--- config.mk ---
export PLATFORM = sky130hd
export DESIGN_NAME = accel_tilt_estimator_core
export DESIGN_NICKNAME = d
export VERILOG_FILES = /design/src/hdl/ate_pkg.sv /design/src/hdl/accel_tilt_estimator_core.sv
export VERILOG_INCLUDE_DIRS = /design/src /design/src/hdl
export SDC_FILE = /design/constraint.sdc
export NUM_CORES = 2
export LEC_CHECK = 0
export BUFFER_PORTS_ARGS = -buffer_cell sky130_fd_sc_hd__buf_2
export CELL_PAD_IN_SITES_DETAIL_PLACEMENT = 1
export CELL_PAD_IN_SITES_GLOBAL_PLACEMENT = 1
export CORE_ASPECT_RATIO = 0.8
export CORE_UTILIZATION = 55
export CTS_CLUSTER_DIAMETER = 50
export CTS_CLUSTER_SIZE = 10
export DETAILED_ROUTE_END_ITERATION = 16
export PLACE_DENSITY_LB_ADDON = 0.1
export RECOVER_POWER = 50
export SYNTH_ARGS = -nofsm -noshare
export SYNTH_HDL_FRONTEND = slang
export SYNTH_SLANG_ARGS = --single-unit
--- constraint.sdc ---
create_clock -name clk_i -period 16.63 [get_ports clk_i]
set_clock_uncertainty 0.05 [all_clocks]
set_input_delay 3.326 -clock clk_i [delete_from_list [all_inputs] [get_ports clk_i]]
set_output_delay 3.326 -clock clk_i [all_outputs]
set_load 0.005 [all_outputs]
--- src/hdl/accel_tilt_estimator_core_assert.svh ---
// Assertion macros for the tilt estimator core
`ifndef ACCEL_TILT_ESTIMATOR_CORE_ASSERT_SVH
`define ACCEL_TILT_ESTIMATOR_CORE_ASSERT_SVH

// Same-cycle implication, disabled while reset is asserted
`define ATE_ASSERT_IMP(name, clk, rst_n, ante, cons) \
  name: assert property (@(posedge clk) disable iff (!rst_n) (ante) |-> (cons)) \
    else $error("tilt estimator assertion failed");

// Next-cycle implication, disabled while reset is asserted
`define ATE_ASSERT_NXT(name, clk, rst_n, ante, cons) \
  name: assert property (@(posedge clk) disable iff (!rst_n) (ante) |=> (cons)) \
    else $error("tilt estimator assertion failed");

`endif

--- src/hdl/ate_pkg.sv ---
// Types, constants and helpers for the accelerometer tilt estimator
`timescale 1ns / 1ps
`default_nettype none

package ate_pkg;

  localparam int unsigned AccelW    = 16;
  localparam int unsigned FiltW     = 24;
  localparam int unsigned UnitW     = 16;
  localparam int unsigned MulW      = 25;
  localparam int unsigned ProdW     = 2 * MulW;
  localparam int unsigned SqW       = 48;
  localparam int unsigned RootW     = 25;
  localparam int unsigned QuotW     = 15;
  localparam int unsigned CntW      = 5;
  localparam int unsigned RootSteps = 24;
  localparam int unsigned CfgW      = 2;

  localparam logic signed [MulW-1:0]  GainQ16  = 25'sd19661;
  localparam logic signed [ProdW-1:0] RoundQ16 = 50'sd32768;
  localparam logic [SqW-1:0]          MinMagSq = 48'd65536;
  localparam logic [QuotW-1:0]        UnitMag  = 15'd16384;

  typedef enum logic [1:0] {
    REQ_TILT     = 2'd0,
    REQ_GRAV     = 2'd1,
    REQ_RECENTER = 2'd2,
    REQ_NONE     = 2'd3
  } req_e;

  typedef enum logic [1:0] {
    CFG_HORIZ_AXIS   = 2'd0,
    CFG_VERT_AXIS    = 2'd1,
    CFG_HORIZ_INVERT = 2'd2,
    CFG_VERT_INVERT  = 2'd3
  } cfg_e;

  typedef enum logic [1:0] {
    AXIS_X = 2'd0,
    AXIS_Y = 2'd1,
    AXIS_Z = 2'd2
  } axis_e;

  typedef enum logic [3:0] {
    ST_IDLE,
    ST_FMUL,
    ST_FACC,
    ST_SMUL,
    ST_SACC,
    ST_CHK,
    ST_ROOT,
    ST_DLOAD,
    ST_DIV,
    ST_DONE
  } state_e;

  typedef struct packed {
    logic [1:0]               req_type;
    logic signed [AccelW-1:0] accel_x;
    logic signed [AccelW-1:0] accel_y;
    logic signed [AccelW-1:0] accel_z;
  } ate_in_t;

  typedef struct packed {
    logic                    valid_res;
    logic signed [UnitW-1:0] tilt_h;
    logic signed [UnitW-1:0] tilt_v;
    logic signed [UnitW-1:0] grav_h;
    logic signed [UnitW-1:0] grav_v;
    logic signed [UnitW-1:0] grav_n;
  } ate_out_t;

  // code three behaves as z
  function automatic axis_e axis_of(logic [1:0] code);
    axis_e a;
    unique case (code)
      2'd0:    a = AXIS_X;
      2'd1:    a = AXIS_Y;
      default: a = AXIS_Z;
    endcase
    return a;
  endfunction

  // lowest axis used by neither selection
  function automatic axis_e third_axis(axis_e h, axis_e v);
    axis_e n;
    if (h != AXIS_X && v != AXIS_X) begin
      n = AXIS_X;
    end else if (h != AXIS_Y && v != AXIS_Y) begin
      n = AXIS_Y;
    end else begin
      n = AXIS_Z;
    end
    return n;
  endfunction

endpackage

`default_nettype wire

--- src/hdl/accel_tilt_estimator_core.sv ---
// Accelerometer tilt estimator: filter, normalise and tilt/gravity output
`timescale 1ns / 1ps
`default_nettype none

// Takes one accelerometer item at a time (tilt request, gravity request or
// recenter event) and returns one result per tilt or gravity request. The
// sample runs through a three-axis low-pass filter (gain 0.30, first sample
// seeds it), the filtered vector is squared and summed, a bit-serial square
// root gives its magnitude and a restoring divider turns each axis into a
// Q1.14 unit component. Tilt requests report the deviation from a captured
// neutral vector; gravity requests report the oriented unit vector. A recenter
// event or a request code three is taken in the idle state, which it keeps. A
// tilt or gravity item runs through filter, squares, root and divisions (the
// very first sample skips the filter multiply); root and division are skipped
// when the filtered magnitude is below one LSB. The square root (one result
// bit a cycle) and the three divisions (one quotient bit a cycle) all run on
// one
// shared 48-bit subtract/compare unit, plus up to six multiplies on one shared
// 25x25 multiplier with a registered product. The input is not ready while
// an item is at work; a finished result waits in the output register while
// the next item is taken, and only holds back completion of that next item.
// Configuration writes go in at once and are only meant while idle.
module accel_tilt_estimator_core (
  input  wire                          clk_i,
  input  wire                          rst_ni,
  input  wire                          cfg_we_i,
  input  wire [1:0]                    cfg_idx_i,
  input  wire [ate_pkg::CfgW-1:0]      cfg_wdata_i,
  input  wire                          in_valid_i,
  output logic                         in_ready_o,
  input  wire ate_pkg::ate_in_t        in_data_i,
  output logic                         out_valid_o,
  input  wire                          out_ready_i,
  output ate_pkg::ate_out_t            out_data_o
);

  localparam int unsigned FW = ate_pkg::FiltW;
  localparam int unsigned UW = ate_pkg::UnitW;
  localparam logic signed [UW:0] UnitOneW = 17'sd16384;

  // --- registers -------------------------------------------------------
  ate_pkg::state_e state_q, state_d;
  logic [1:0]      idx_q, idx_d;
  logic [ate_pkg::CntW-1:0] cnt_q, cnt_d;

  logic [1:0] horiz_q, horiz_d, vert_q, vert_d;
  logic       hinv_q, hinv_d, vinv_q, vinv_d;

  logic signed [FW-1:0] filt_q [3];
  logic signed [FW-1:0] filt_d [3];
  logic signed [UW-1:0] neut_q [3];
  logic signed [UW-1:0] neut_d [3];
  logic seeded_q, seeded_d, held_q, held_d, pend_q, pend_d;
  logic valid_q, valid_d, tilt_q, tilt_d;
  logic out_valid_q, out_valid_d;

  // payload, no reset
  ate_pkg::ate_in_t  smp_q, smp_d;
  ate_pkg::ate_out_t out_q, out_d;
  logic signed [ate_pkg::ProdW-1:0] prod_q, prod_d;
  logic [ate_pkg::SqW-1:0]   s_q, s_d, rem_q, rem_d, root_q, root_d, dsh_q, dsh_d;
  logic [ate_pkg::RootW-1:0] m_q, m_d;
  logic [ate_pkg::QuotW-1:0] quo_q, quo_d;
  logic signed [UW-1:0] unit_q [3];
  logic signed [UW-1:0] unit_d [3];

  // --- shared datapath signals -----------------------------------------
  logic signed [FW-1:0]            f_sel;
  logic signed [ate_pkg::AccelW-1:0] a_sel;
  logic signed [ate_pkg::MulW-1:0] mul_a, mul_b, diff_f;
  logic signed [ate_pkg::ProdW-1:0] rnd;
  logic [ate_pkg::SqW-1:0] sub_a, sub_b, bitv;
  logic [ate_pkg::SqW:0]   diff;
  logic                    ge;
  logic [ate_pkg::QuotW-1:0] quo_nx, quo_cl;
  logic [FW-1:0]           mag;
  logic [ate_pkg::SqW-1:0] root_nx;

  // result assembly
  ate_pkg::axis_e ax_h, ax_v, ax_n;
  logic           cap;
  logic signed [UW-1:0] uh, uv, un, nh, nv;
  logic signed [UW:0]   dh, dv;
  ate_pkg::ate_out_t    res;

  function automatic logic signed [FW-1:0] pick_filt(logic [1:0] sel,
      logic signed [FW-1:0] f0, logic signed [FW-1:0] f1, logic signed [FW-1:0] f2);
    logic signed [FW-1:0] r;
    unique case (sel)
      2'd0:    r = f0;
      2'd1:    r = f1;
      default: r = f2;
    endcase
    return r;
  endfunction

  function automatic logic signed [UW-1:0] pick_unit(ate_pkg::axis_e sel,
      logic signed [UW-1:0] u0, logic signed [UW-1:0] u1, logic signed [UW-1:0] u2);
    logic signed [UW-1:0] r;
    unique case (sel)
      ate_pkg::AXIS_X: r = u0;
      ate_pkg::AXIS_Y: r = u1;
      default:         r = u2;
    endcase
    return r;
  endfunction

  function automatic logic signed [UW-1:0] clamp_unit(logic signed [UW:0] x);
    logic signed [UW-1:0] r;
    if (x > UnitOneW) begin
      r = UnitOneW[UW-1:0];
    end else if (x < -UnitOneW) begin
      r = -UnitOneW[UW-1:0];
    end else begin
      r = x[UW-1:0];
    end
    return r;
  endfunction

  // --- operand selection -----------------------------------------------
  always_comb begin
    f_sel = pick_filt(idx_q, filt_q[0], filt_q[1], filt_q[2]);
    unique case (idx_q)
      2'd0:    a_sel = smp_q.accel_x;
      2'd1:    a_sel = smp_q.accel_y;
      default: a_sel = smp_q.accel_z;
    endcase
    // d = a*256 - filt always fits 25 bits
    diff_f = $signed({a_sel[ate_pkg::AccelW-1], a_sel, 8'b0}) - $signed({f_sel[FW-1], f_sel});
    if (state_q == ate_pkg::ST_FMUL) begin
      mul_a = diff_f;
      mul_b = ate_pkg::GainQ16;
    end else begin
      mul_a = $signed({f_sel[FW-1], f_sel});
      mul_b = $signed({f_sel[FW-1], f_sel});
    end
    prod_d = mul_a * mul_b;
    rnd    = prod_q + ate_pkg::RoundQ16;

    // shared subtract/compare: root trial or shifted divisor
    bitv = ate_pkg::SqW'(1) << {cnt_q, 1'b0};
    sub_a = rem_q;
    if (state_q == ate_pkg::ST_ROOT) begin
      sub_b = root_q + bitv;
    end else begin
      sub_b = dsh_q;
    end
    diff = {1'b0, sub_a} - {1'b0, sub_b};
    ge   = ~diff[ate_pkg::SqW];

    root_nx = ge ? ((root_q >> 1) + bitv) : (root_q >> 1);
    quo_nx  = {quo_q[ate_pkg::QuotW-2:0], ge};
    quo_cl  = (quo_nx > ate_pkg::UnitMag) ? ate_pkg::UnitMag : quo_nx;
    mag     = f_sel[FW-1] ? FW'(-f_sel) : FW'(f_sel);
  end

  // --- result assembly -------------------------------------------------
  always_comb begin
    ax_h = ate_pkg::axis_of(horiz_q);
    ax_v = ate_pkg::axis_of(vert_q);
    ax_n = ate_pkg::third_axis(ax_h, ax_v);
    uh   = pick_unit(ax_h, unit_q[0], unit_q[1], unit_q[2]);
    uv   = pick_unit(ax_v, unit_q[0], unit_q[1], unit_q[2]);
    un   = pick_unit(ax_n, unit_q[0], unit_q[1], unit_q[2]);
    // new neutral on first valid tilt or after a recenter
    cap  = tilt_q && valid_q && (pend_q || !held_q);
    nh   = cap ? uh : pick_unit(ax_h, neut_q[0], neut_q[1], neut_q[2]);
    nv   = cap ? uv : pick_unit(ax_v, neut_q[0], neut_q[1], neut_q[2]);
    dh   = $signed({uh[UW-1], uh}) - $signed({nh[UW-1], nh});
    dv   = $signed({uv[UW-1], uv}) - $signed({nv[UW-1], nv});
    if (hinv_q) begin
      dh = -dh;
    end
    if (vinv_q) begin
      dv = -dv;
    end
    res = '0;
    if (valid_q) begin
      res.valid_res = 1'b1;
      if (tilt_q) begin
        res.tilt_h = clamp_unit(dh);
        res.tilt_v = clamp_unit(dv);
      end else begin
        res.grav_h = hinv_q ? -uh : uh;
        res.grav_v = vinv_q ? -uv : uv;
        res.grav_n = un;
      end
    end
  end

  // --- sequencer -------------------------------------------------------
  always_comb begin
    state_d     = state_q;
    idx_d       = idx_q;
    cnt_d       = cnt_q;
    horiz_d     = horiz_q;
    vert_d      = vert_q;
    hinv_d      = hinv_q;
    vinv_d      = vinv_q;
    filt_d      = filt_q;
    neut_d      = neut_q;
    seeded_d    = seeded_q;
    held_d      = held_q;
    pend_d      = pend_q;
    valid_d     = valid_q;
    tilt_d      = tilt_q;
    out_valid_d = out_valid_q && !out_ready_i;
    smp_d       = smp_q;
    out_d       = out_q;
    s_d         = s_q;
    rem_d       = rem_q;
    root_d      = root_q;
    dsh_d       = dsh_q;
    m_d         = m_q;
    quo_d       = quo_q;
    unit_d      = unit_q;
    in_ready_o  = (state_q == ate_pkg::ST_IDLE);

    if (cfg_we_i) begin
      unique case (ate_pkg::cfg_e'(cfg_idx_i))
        ate_pkg::CFG_HORIZ_AXIS:   horiz_d = cfg_wdata_i[1:0];
        ate_pkg::CFG_VERT_AXIS:    vert_d  = cfg_wdata_i[1:0];
        ate_pkg::CFG_HORIZ_INVERT: hinv_d  = cfg_wdata_i[0];
        ate_pkg::CFG_VERT_INVERT:  vinv_d  = cfg_wdata_i[0];
        default: ;
      endcase
    end

    unique case (state_q)
      ate_pkg::ST_IDLE: begin
        if (in_valid_i) begin
          unique case (ate_pkg::req_e'(in_data_i.req_type))
            ate_pkg::REQ_RECENTER: pend_d = 1'b1;
            ate_pkg::REQ_TILT, ate_pkg::REQ_GRAV: begin
              smp_d  = in_data_i;
              tilt_d = (in_data_i.req_type == ate_pkg::REQ_TILT);
              idx_d  = 2'd0;
              s_d    = '0;
              if (seeded_q) begin
                state_d = ate_pkg::ST_FMUL;
              end else begin
                // first sample loads the filter directly
                filt_d[0] = {in_data_i.accel_x, 8'b0};
                filt_d[1] = {in_data_i.accel_y, 8'b0};
                filt_d[2] = {in_data_i.accel_z, 8'b0};
                seeded_d  = 1'b1;
                state_d   = ate_pkg::ST_SMUL;
              end
            end
            default: ;
          endcase
        end
      end
      ate_pkg::ST_FMUL: state_d = ate_pkg::ST_FACC;
      ate_pkg::ST_FACC: begin
        filt_d[idx_q] = f_sel + $signed(rnd[FW+15:16]);
        if (idx_q == 2'd2) begin
          idx_d   = 2'd0;
          state_d = ate_pkg::ST_SMUL;
        end else begin
          idx_d   = idx_q + 2'd1;
          state_d = ate_pkg::ST_FMUL;
        end
      end
      ate_pkg::ST_SMUL: state_d = ate_pkg::ST_SACC;
      ate_pkg::ST_SACC: begin
        s_d = s_q + prod_q[ate_pkg::SqW-1:0];
        if (idx_q == 2'd2) begin
          state_d = ate_pkg::ST_CHK;
        end else begin
          idx_d   = idx_q + 2'd1;
          state_d = ate_pkg::ST_SMUL;
        end
      end
      ate_pkg::ST_CHK: begin
        valid_d = (s_q >= ate_pkg::MinMagSq);
        rem_d   = s_q;
        root_d  = '0;
        cnt_d   = ate_pkg::CntW'(ate_pkg::RootSteps - 1);
        state_d = (s_q >= ate_pkg::MinMagSq) ? ate_pkg::ST_ROOT : ate_pkg::ST_DONE;
      end
      ate_pkg::ST_ROOT: begin
        if (ge) begin
          rem_d = diff[ate_pkg::SqW-1:0];
        end
        root_d = root_nx;
        cnt_d  = cnt_q - 1'b1;
        if (cnt_q == '0) begin
          m_d     = root_nx[ate_pkg::RootW-1:0];
          idx_d   = 2'd0;
          state_d = ate_pkg::ST_DLOAD;
        end
      end
      ate_pkg::ST_DLOAD: begin
        // q = (|f|*32768 + m) / (2m)
        rem_d   = ate_pkg::SqW'({mag, 15'b0}) + ate_pkg::SqW'(m_q);
        dsh_d   = ate_pkg::SqW'({m_q, 1'b0, 14'b0});
        quo_d   = '0;
        cnt_d   = ate_pkg::CntW'(ate_pkg::QuotW - 1);
        state_d = ate_pkg::ST_DIV;
      end
      ate_pkg::ST_DIV: begin
        if (ge) begin
          rem_d = diff[ate_pkg::SqW-1:0];
        end
        dsh_d = dsh_q >> 1;
        quo_d = quo_nx;
        cnt_d = cnt_q - 1'b1;
        if (cnt_q == '0) begin
          unit_d[idx_q] = f_sel[FW-1] ? -$signed({1'b0, quo_cl}) : $signed({1'b0, quo_cl});
          if (idx_q == 2'd2) begin
            state_d = ate_pkg::ST_DONE;
          end else begin
            idx_d   = idx_q + 2'd1;
            state_d = ate_pkg::ST_DLOAD;
          end
        end
      end
      ate_pkg::ST_DONE: begin
        // wait while the previous result is still unclaimed
        if (!out_valid_q || out_ready_i) begin
          out_d       = res;
          out_valid_d = 1'b1;
          if (cap) begin
            neut_d = unit_q;
            held_d = 1'b1;
            pend_d = 1'b0;
          end
          state_d = ate_pkg::ST_IDLE;
        end
      end
      default: state_d = ate_pkg::ST_IDLE;
    endcase
  end

  always_ff @(posedge clk_i or negedge rst_ni) begin
    if (!rst_ni) begin
      state_q     <= ate_pkg::ST_IDLE;
      idx_q       <= '0;
      cnt_q       <= '0;
      horiz_q     <= 2'd0;
      vert_q      <= 2'd1;
      hinv_q      <= 1'b0;
      vinv_q      <= 1'b0;
      filt_q      <= '{default: '0};
      neut_q      <= '{default: '0};
      seeded_q    <= 1'b0;
      held_q      <= 1'b0;
      pend_q      <= 1'b0;
      valid_q     <= 1'b0;
      tilt_q      <= 1'b0;
      out_valid_q <= 1'b0;
    end else begin
      state_q     <= state_d;
      idx_q       <= idx_d;
      cnt_q       <= cnt_d;
      horiz_q     <= horiz_d;
      vert_q      <= vert_d;
      hinv_q      <= hinv_d;
      vinv_q      <= vinv_d;
      filt_q      <= filt_d;
      neut_q      <= neut_d;
      seeded_q    <= seeded_d;
      held_q      <= held_d;
      pend_q      <= pend_d;
      valid_q     <= valid_d;
      tilt_q      <= tilt_d;
      out_valid_q <= out_valid_d;
    end
  end

  always_ff @(posedge clk_i) begin
    smp_q  <= smp_d;
    out_q  <= out_d;
    prod_q <= prod_d;
    s_q    <= s_d;
    rem_q  <= rem_d;
    root_q <= root_d;
    dsh_q  <= dsh_d;
    m_q    <= m_d;
    quo_q  <= quo_d;
    unit_q <= unit_d;
  end

  assign out_valid_o = out_valid_q;
  assign out_data_o  = out_q;

  // --- assertions ------------------------------------------------------
  logic root_div_busy, work_req;
  assign root_div_busy = (state_q == ate_pkg::ST_ROOT) || (state_q == ate_pkg::ST_DLOAD) ||
                         (state_q == ate_pkg::ST_DIV);
  assign work_req      = in_valid_i && in_ready_o && !in_data_i.req_type[1];

`include "accel_tilt_estimator_core_assert.svh"

  // root and division only ever run on a sample of usable magnitude
  `ATE_ASSERT_IMP(a_div_needs_valid, clk_i, rst_ni, root_div_busy, valid_q)
  // once captured, a neutral vector is never dropped
  `ATE_ASSERT_NXT(a_neutral_kept, clk_i, rst_ni, held_q, held_q)
  // a result only appears out of the completion step
  `ATE_ASSERT_IMP(a_result_from_done, clk_i, rst_ni, $rose(out_valid_o), $past(state_q) == ate_pkg::ST_DONE)
  // an accepted tilt or gravity request always starts work
  `ATE_ASSERT_NXT(a_request_starts, clk_i, rst_ni, work_req, state_q != ate_pkg::ST_IDLE)

endmodule

`default_nettype wire

[Yosys cells after proc, flatten, opt, wreduce, memory -nomap -nowiden]
Cells that the tools add are included.
Cells by class
  $add $sub $neg: 18
  multipliers: 1
  $lt $le $gt $ge: 8
  eq/ne operators: 32
  shift-type cells: 1
  muxes and demuxes: 75
  bitwise logic cells: 4
  reduce and logical (&&, ||, !) cells: 53
Operators with widths (number)
  $mux 48: 6
  $pmux 48 s2: 3
  $mux 72: 3
  $pmux 16 s2: 6
  $mux 16: 10
  $pmux 48 s3: 1
  $pmux 72 s2: 1
  $add 48x48->48: 2
  $mux 81: 1
  $bwmux 72: 1
  $mux 25: 2
  $sub 48x48->49: 1
  $add 47x48->48: 1
  $bwmux 48: 1
  $demux 24 s2: 1
  $ge 48x17->1 const B: 1
  $mul 25x25->48: 1
  $mux 24: 2
  $pmux 24 s2: 1
  $shl 1x6->48 const A: 1
  $add 39x25->40: 1
  $add 40x17->40 const B: 1
  $pmux 4 s10: 1
  $gt 17x16->1 const B: 2
  other kinds (52): 141
Storage, ports and cells
  bits in registers: 599
  bits of input ports: 59
  logic and storage cells: 234

[Longest topological paths before layout]
  depth in word-level cells: 13
  mapped depth: 48
  gate-level depth less buffers: 43

[Worst setup path after synthesis]
No wires, ideal clock.
  path type: input -> register
  start: input out_ready_i
  end: register neut_q[0] (netlist bit)
  library setup time: 125 ps
  data arrival time: 10345 ps
  required time: 16455 ps
  slack: 6110 ps
  stages on the path: 5
  path buffers: 1
  path through: nor2b_1 -> nor3_1 -> nand2_1 -> buf_1 -> mux2_2
On the way
  cells in the longest elaborated chain, start to end: 2
Ends and longest elaborated chain
  from (decl): RTL line accel_tilt_estimator_core.sv:33  | input wire out_ready_i,
  $logic_or 1x1->1: RTL line accel_tilt_estimator_core.sv:321  | if (!out_valid_q || out_ready_i) begin
  $reduce_and 3->1 (no line)
  to (signal assigned): RTL line accel_tilt_estimator_core.sv:362  | neut_q <= neut_d;
  to (decl): RTL line accel_tilt_estimator_core.sv:51  | logic signed [UW-1:0] neut_q [3];
Every way passes these cells.
A chain may end at the register's enable or synchronous reset.

[Final worst setup path]
  start: register idx_q[0]
  end: register prod_q[46] (netlist bit)
On the way
  cells in the longest elaborated chain, start to end: 5
  elaborated cells between the ends (all ways): 8
Ends and longest elaborated chain
  from (decl): RTL line accel_tilt_estimator_core.sv:43  | logic [1:0] idx_q, idx_d;
  from (signal assigned): RTL line accel_tilt_estimator_core.sv:355  | idx_q <= idx_d;
  $eq 2x1->1 / $logic_not 2->1 (equally long branches): RTL line accel_tilt_estimator_core.sv:89, accel_tilt_estimator_core.sv:123
  $pmux 24 s2 / $pmux 16 s2 (equally long branches): RTL line accel_tilt_estimator_core.sv:89, accel_tilt_estimator_core.sv:123
  $sub 24x24->25: RTL line accel_tilt_estimator_core.sv:129  | diff_f = $signed({a_sel[ate_pkg::AccelW-1], a_sel, 8'b0}) - $signed({f_sel[FW-1], f_sel});
  $mux 25: RTL line accel_tilt_estimator_core.sv:130  | if (state_q == ate_pkg::ST_FMUL) begin
  $mul 25x25->48 (*): RTL line accel_tilt_estimator_core.sv:137  | prod_d = mul_a * mul_b;
  named net prod_d, one bit: RTL line accel_tilt_estimator_core.sv:60  | logic signed [ate_pkg::ProdW-1:0] prod_q, prod_d;
  to (signal assigned): RTL line accel_tilt_estimator_core.sv:375  | prod_q <= prod_d;
  to (decl): RTL line accel_tilt_estimator_core.sv:60
The timed path passes the listed nets; every way through them passes the cells marked *.

==> metrics.cfg <==
[sta]
timing.final.ws_setup_ns=1.876
worst_slew_pin_slew_ns=4.881
final_max_slew_viol_count=633
period_minus_slack_ns=14.75
relSlewSlack_pct=-225.4
fin_setup_tns_ns=0
rsz0062_at_grt=no
setup_viol=0
hold_violations=0
period_share_pct=88.72
fmax_mhz=67.78

[cells_and_area]
nets=7994
drive_above_1_share_pct=6.239
utilization_pct=60.35
stdcell_count=8494
syn_to_final_growth_pct=8.329

[detailed_routing]
drt-wirelength-per-cell_um=27.64
wirelength_um=234800
via_per_inst=6.316
drcViolationCount=0
drtIter0Drc=5580
antenna_left=0
drt_pass1_iterations=6
num_vias=53640

[grt]
grt_max_degree=76
grt_pass1_wl_um=355400
grt-ovfl-total=0
antenna_found_initial=21
grt_usage_pct=41.61
grt_pass1_vias=56170

[critical_path]
r2r_setup_slack_ns=1.88
r2r-end=prod_q[46]
max_stage_delay_ns=1.40
crit_fanout=29
endpoint_kind=flip-flop
cp.required_ns=17.22
path_common_cell=fa_1
critPathSlowestCell=clkbuf_1
reg2regPathDepth=39
rr_startpoint=idx_q[0]
critPathKind=flip-flop to flip-flop
cp-start-kind=flip-flop
arrival_ns=15.35

[logic_synthesis]
ys_seq_area_share_pct=26.76
ys_ff_latch=591
synth.top_cell.area_share_pct=20.78
synth_fp_nets=7948
ys_types=96
netlist_instances=6868
synthArstFlopShare_pct=24.20
yosys.area.top_type=fa_1
avgSynthCellArea_sq_um=9.005
synth_edf_count=400
yosys_warnings=0
ys.flop_type=edfxtp_1
synthesis.area_sq_um=61840
synth_area_leaders=fa_1, edfxtp_1, ha_1

[status]
violations=max-capacitance violations, max-slew violations
status=finished, violations left

[clock_network]
cts.sink_count=591
clock-root-buffer=clkbuf_16
cts_max_path_buffers=3
post-cts-setup-buffer-count=0
cts-buffers-inserted=86
cts_resized=0
insertion_delay_ns=0.74
cts_tree=done
htreeDepth=3
clk_pin_slew_ns=0.05
hold_buffers=0

[min_path]
hp-start=held_q
holdPathEnd=held_q
min_path_type=flip-flop to flip-flop
whs_path_depth=2

[die]
die_w_um=376.9
core_sq_um=111000
io_pins=142
start_util_pct=55.71
dieArea_sq_um=113800
num_rows=109
fp.dieH_um=301.9

[placement]
place_hpwl_um=181400
detailedPlace.worstSlack_ns=3.567
gp_congestion=0.9762
place_inst=8324
portBuffers=141

[job]
cap_violations=15

[registers in the layout, indices dropped and copies added (netlist names), 5 cells and up]
register and count:
cnt_q 5, root_q 48, dsh_q 40, neut_q 48, m_q 25, out_data_o 81
filt_q 72, quo_q 14, prod_q 48, s_q 48, rem_q 48, unit_q 48
smp_q 48
[synthesized netlist by cell type, types with 76 or more instances]
master / instances
inv_1: 921
nand2_1: 761
nor2_1: 707
fa_1: 642
a21oi_1: 412
edfxtp_1: 400
ha_1: 379
o21ai_0: 364
xnor2_1: 263
clkbuf_1: 227
xor2_1: 148
dfrtp_1: 142
a21o_1: 110
mux2i_1: 94
nand3_1: 86
and3_1: 80
nor3_1: 76
[logic make-up (layout without fill, tap and decap cells)]
logic type      count (synthesis)  in the layout  synth area share (%)
simple gates                 2069           2069                 14.82
compound gates               1418           1418                 14.21
buf+inv                      1206           1326                 7.348
fa+ha+maj                    1023           1023                 28.48
flops                         591            591                 26.76
xor+xnor                      412            412                 5.847
mux                           149            149                 2.523
other cells                     0              8                     0
[stage by stage]
stage | cell area [sq um] | hold slack [ns]
after floorplan | 61840 | 0.3685
after global placement | 64220 | 0.3895
after detailed placement | 64220 | 0.4166
after CTS | 67160 | 0.4301
after global routing | 66980 | 0.4674
final | 67000 | 0.4301
[layout make-up]
cell class	instances	area [sq um]
Multi-Input combinational cell	5071	40850
Tap cell	1498	1874
Timing Repair Buffer	231	1252
Clock inverter	37	511.7
Antenna cell	8	20.02
Inverter	933	3502
Fill cell	12930	44020
Sequential cell	591	16560
Clock buffer	125	2432
[worst max path at each step]
stage | endpoint | cells after the start | startpoint
2_1_floorplan | neut_q[0] | 5 | out_ready_i
3_3_place_gp | prod_q[47] | 42 | idx_q[0]
3_5_place_dp | prod_q[46] | 40 | idx_q[0]
4_1_cts | prod_q[46] | 40 | idx_q[0]
5_1_grt | prod_q[47] | 41 | idx_q[0]
6_report | prod_q[46] | 39 | idx_q[0]
[per-layer routing]
metal / track usage, % / vias up / part of all wire (%)
li1: - / 23060 / -
met1: 56.41 / 27300 / 40
met2: 64.00 / 2647 / 45
met3: 9.467 / 603 / 9.7
met4: 18.56 / 36 / 5.1
met5: 0 / - / 0.10
[worst max-delay path: cells and delay by family, from the launching register on]
kind	cells	cell delay, ns
adder cells (fa/ha/maj)	10	4.61
buffers and inverters	7	2.18
XOR/XNOR	2	0.44
AND/OR/NAND/NOR	10	3.17
flip-flops	1	0.40
AO/OA/AOI/OAI	10	3.82
[cell usage in the layout, fill, tap and decap left out, types with 80 or more instances in the layout]
cell type and count:
inv_1 920, nand2_1 758, nor2_1 698, fa_1 642
a21oi_1 412, edfxtp_1 400, ha_1 377, o21ai_0 361
xnor2_1 263, xor2_1 148, dfrtp_1 139, a21o_1 110
clkbuf_1 96, mux2i_1 94, buf_2 92, clkbuf_16 89
nand3_1 86, and3_1 80
Power is left out: the tool's default activity adds up to more than one toggle a clock period on the data nets, which glitch-free logic cannot reach.
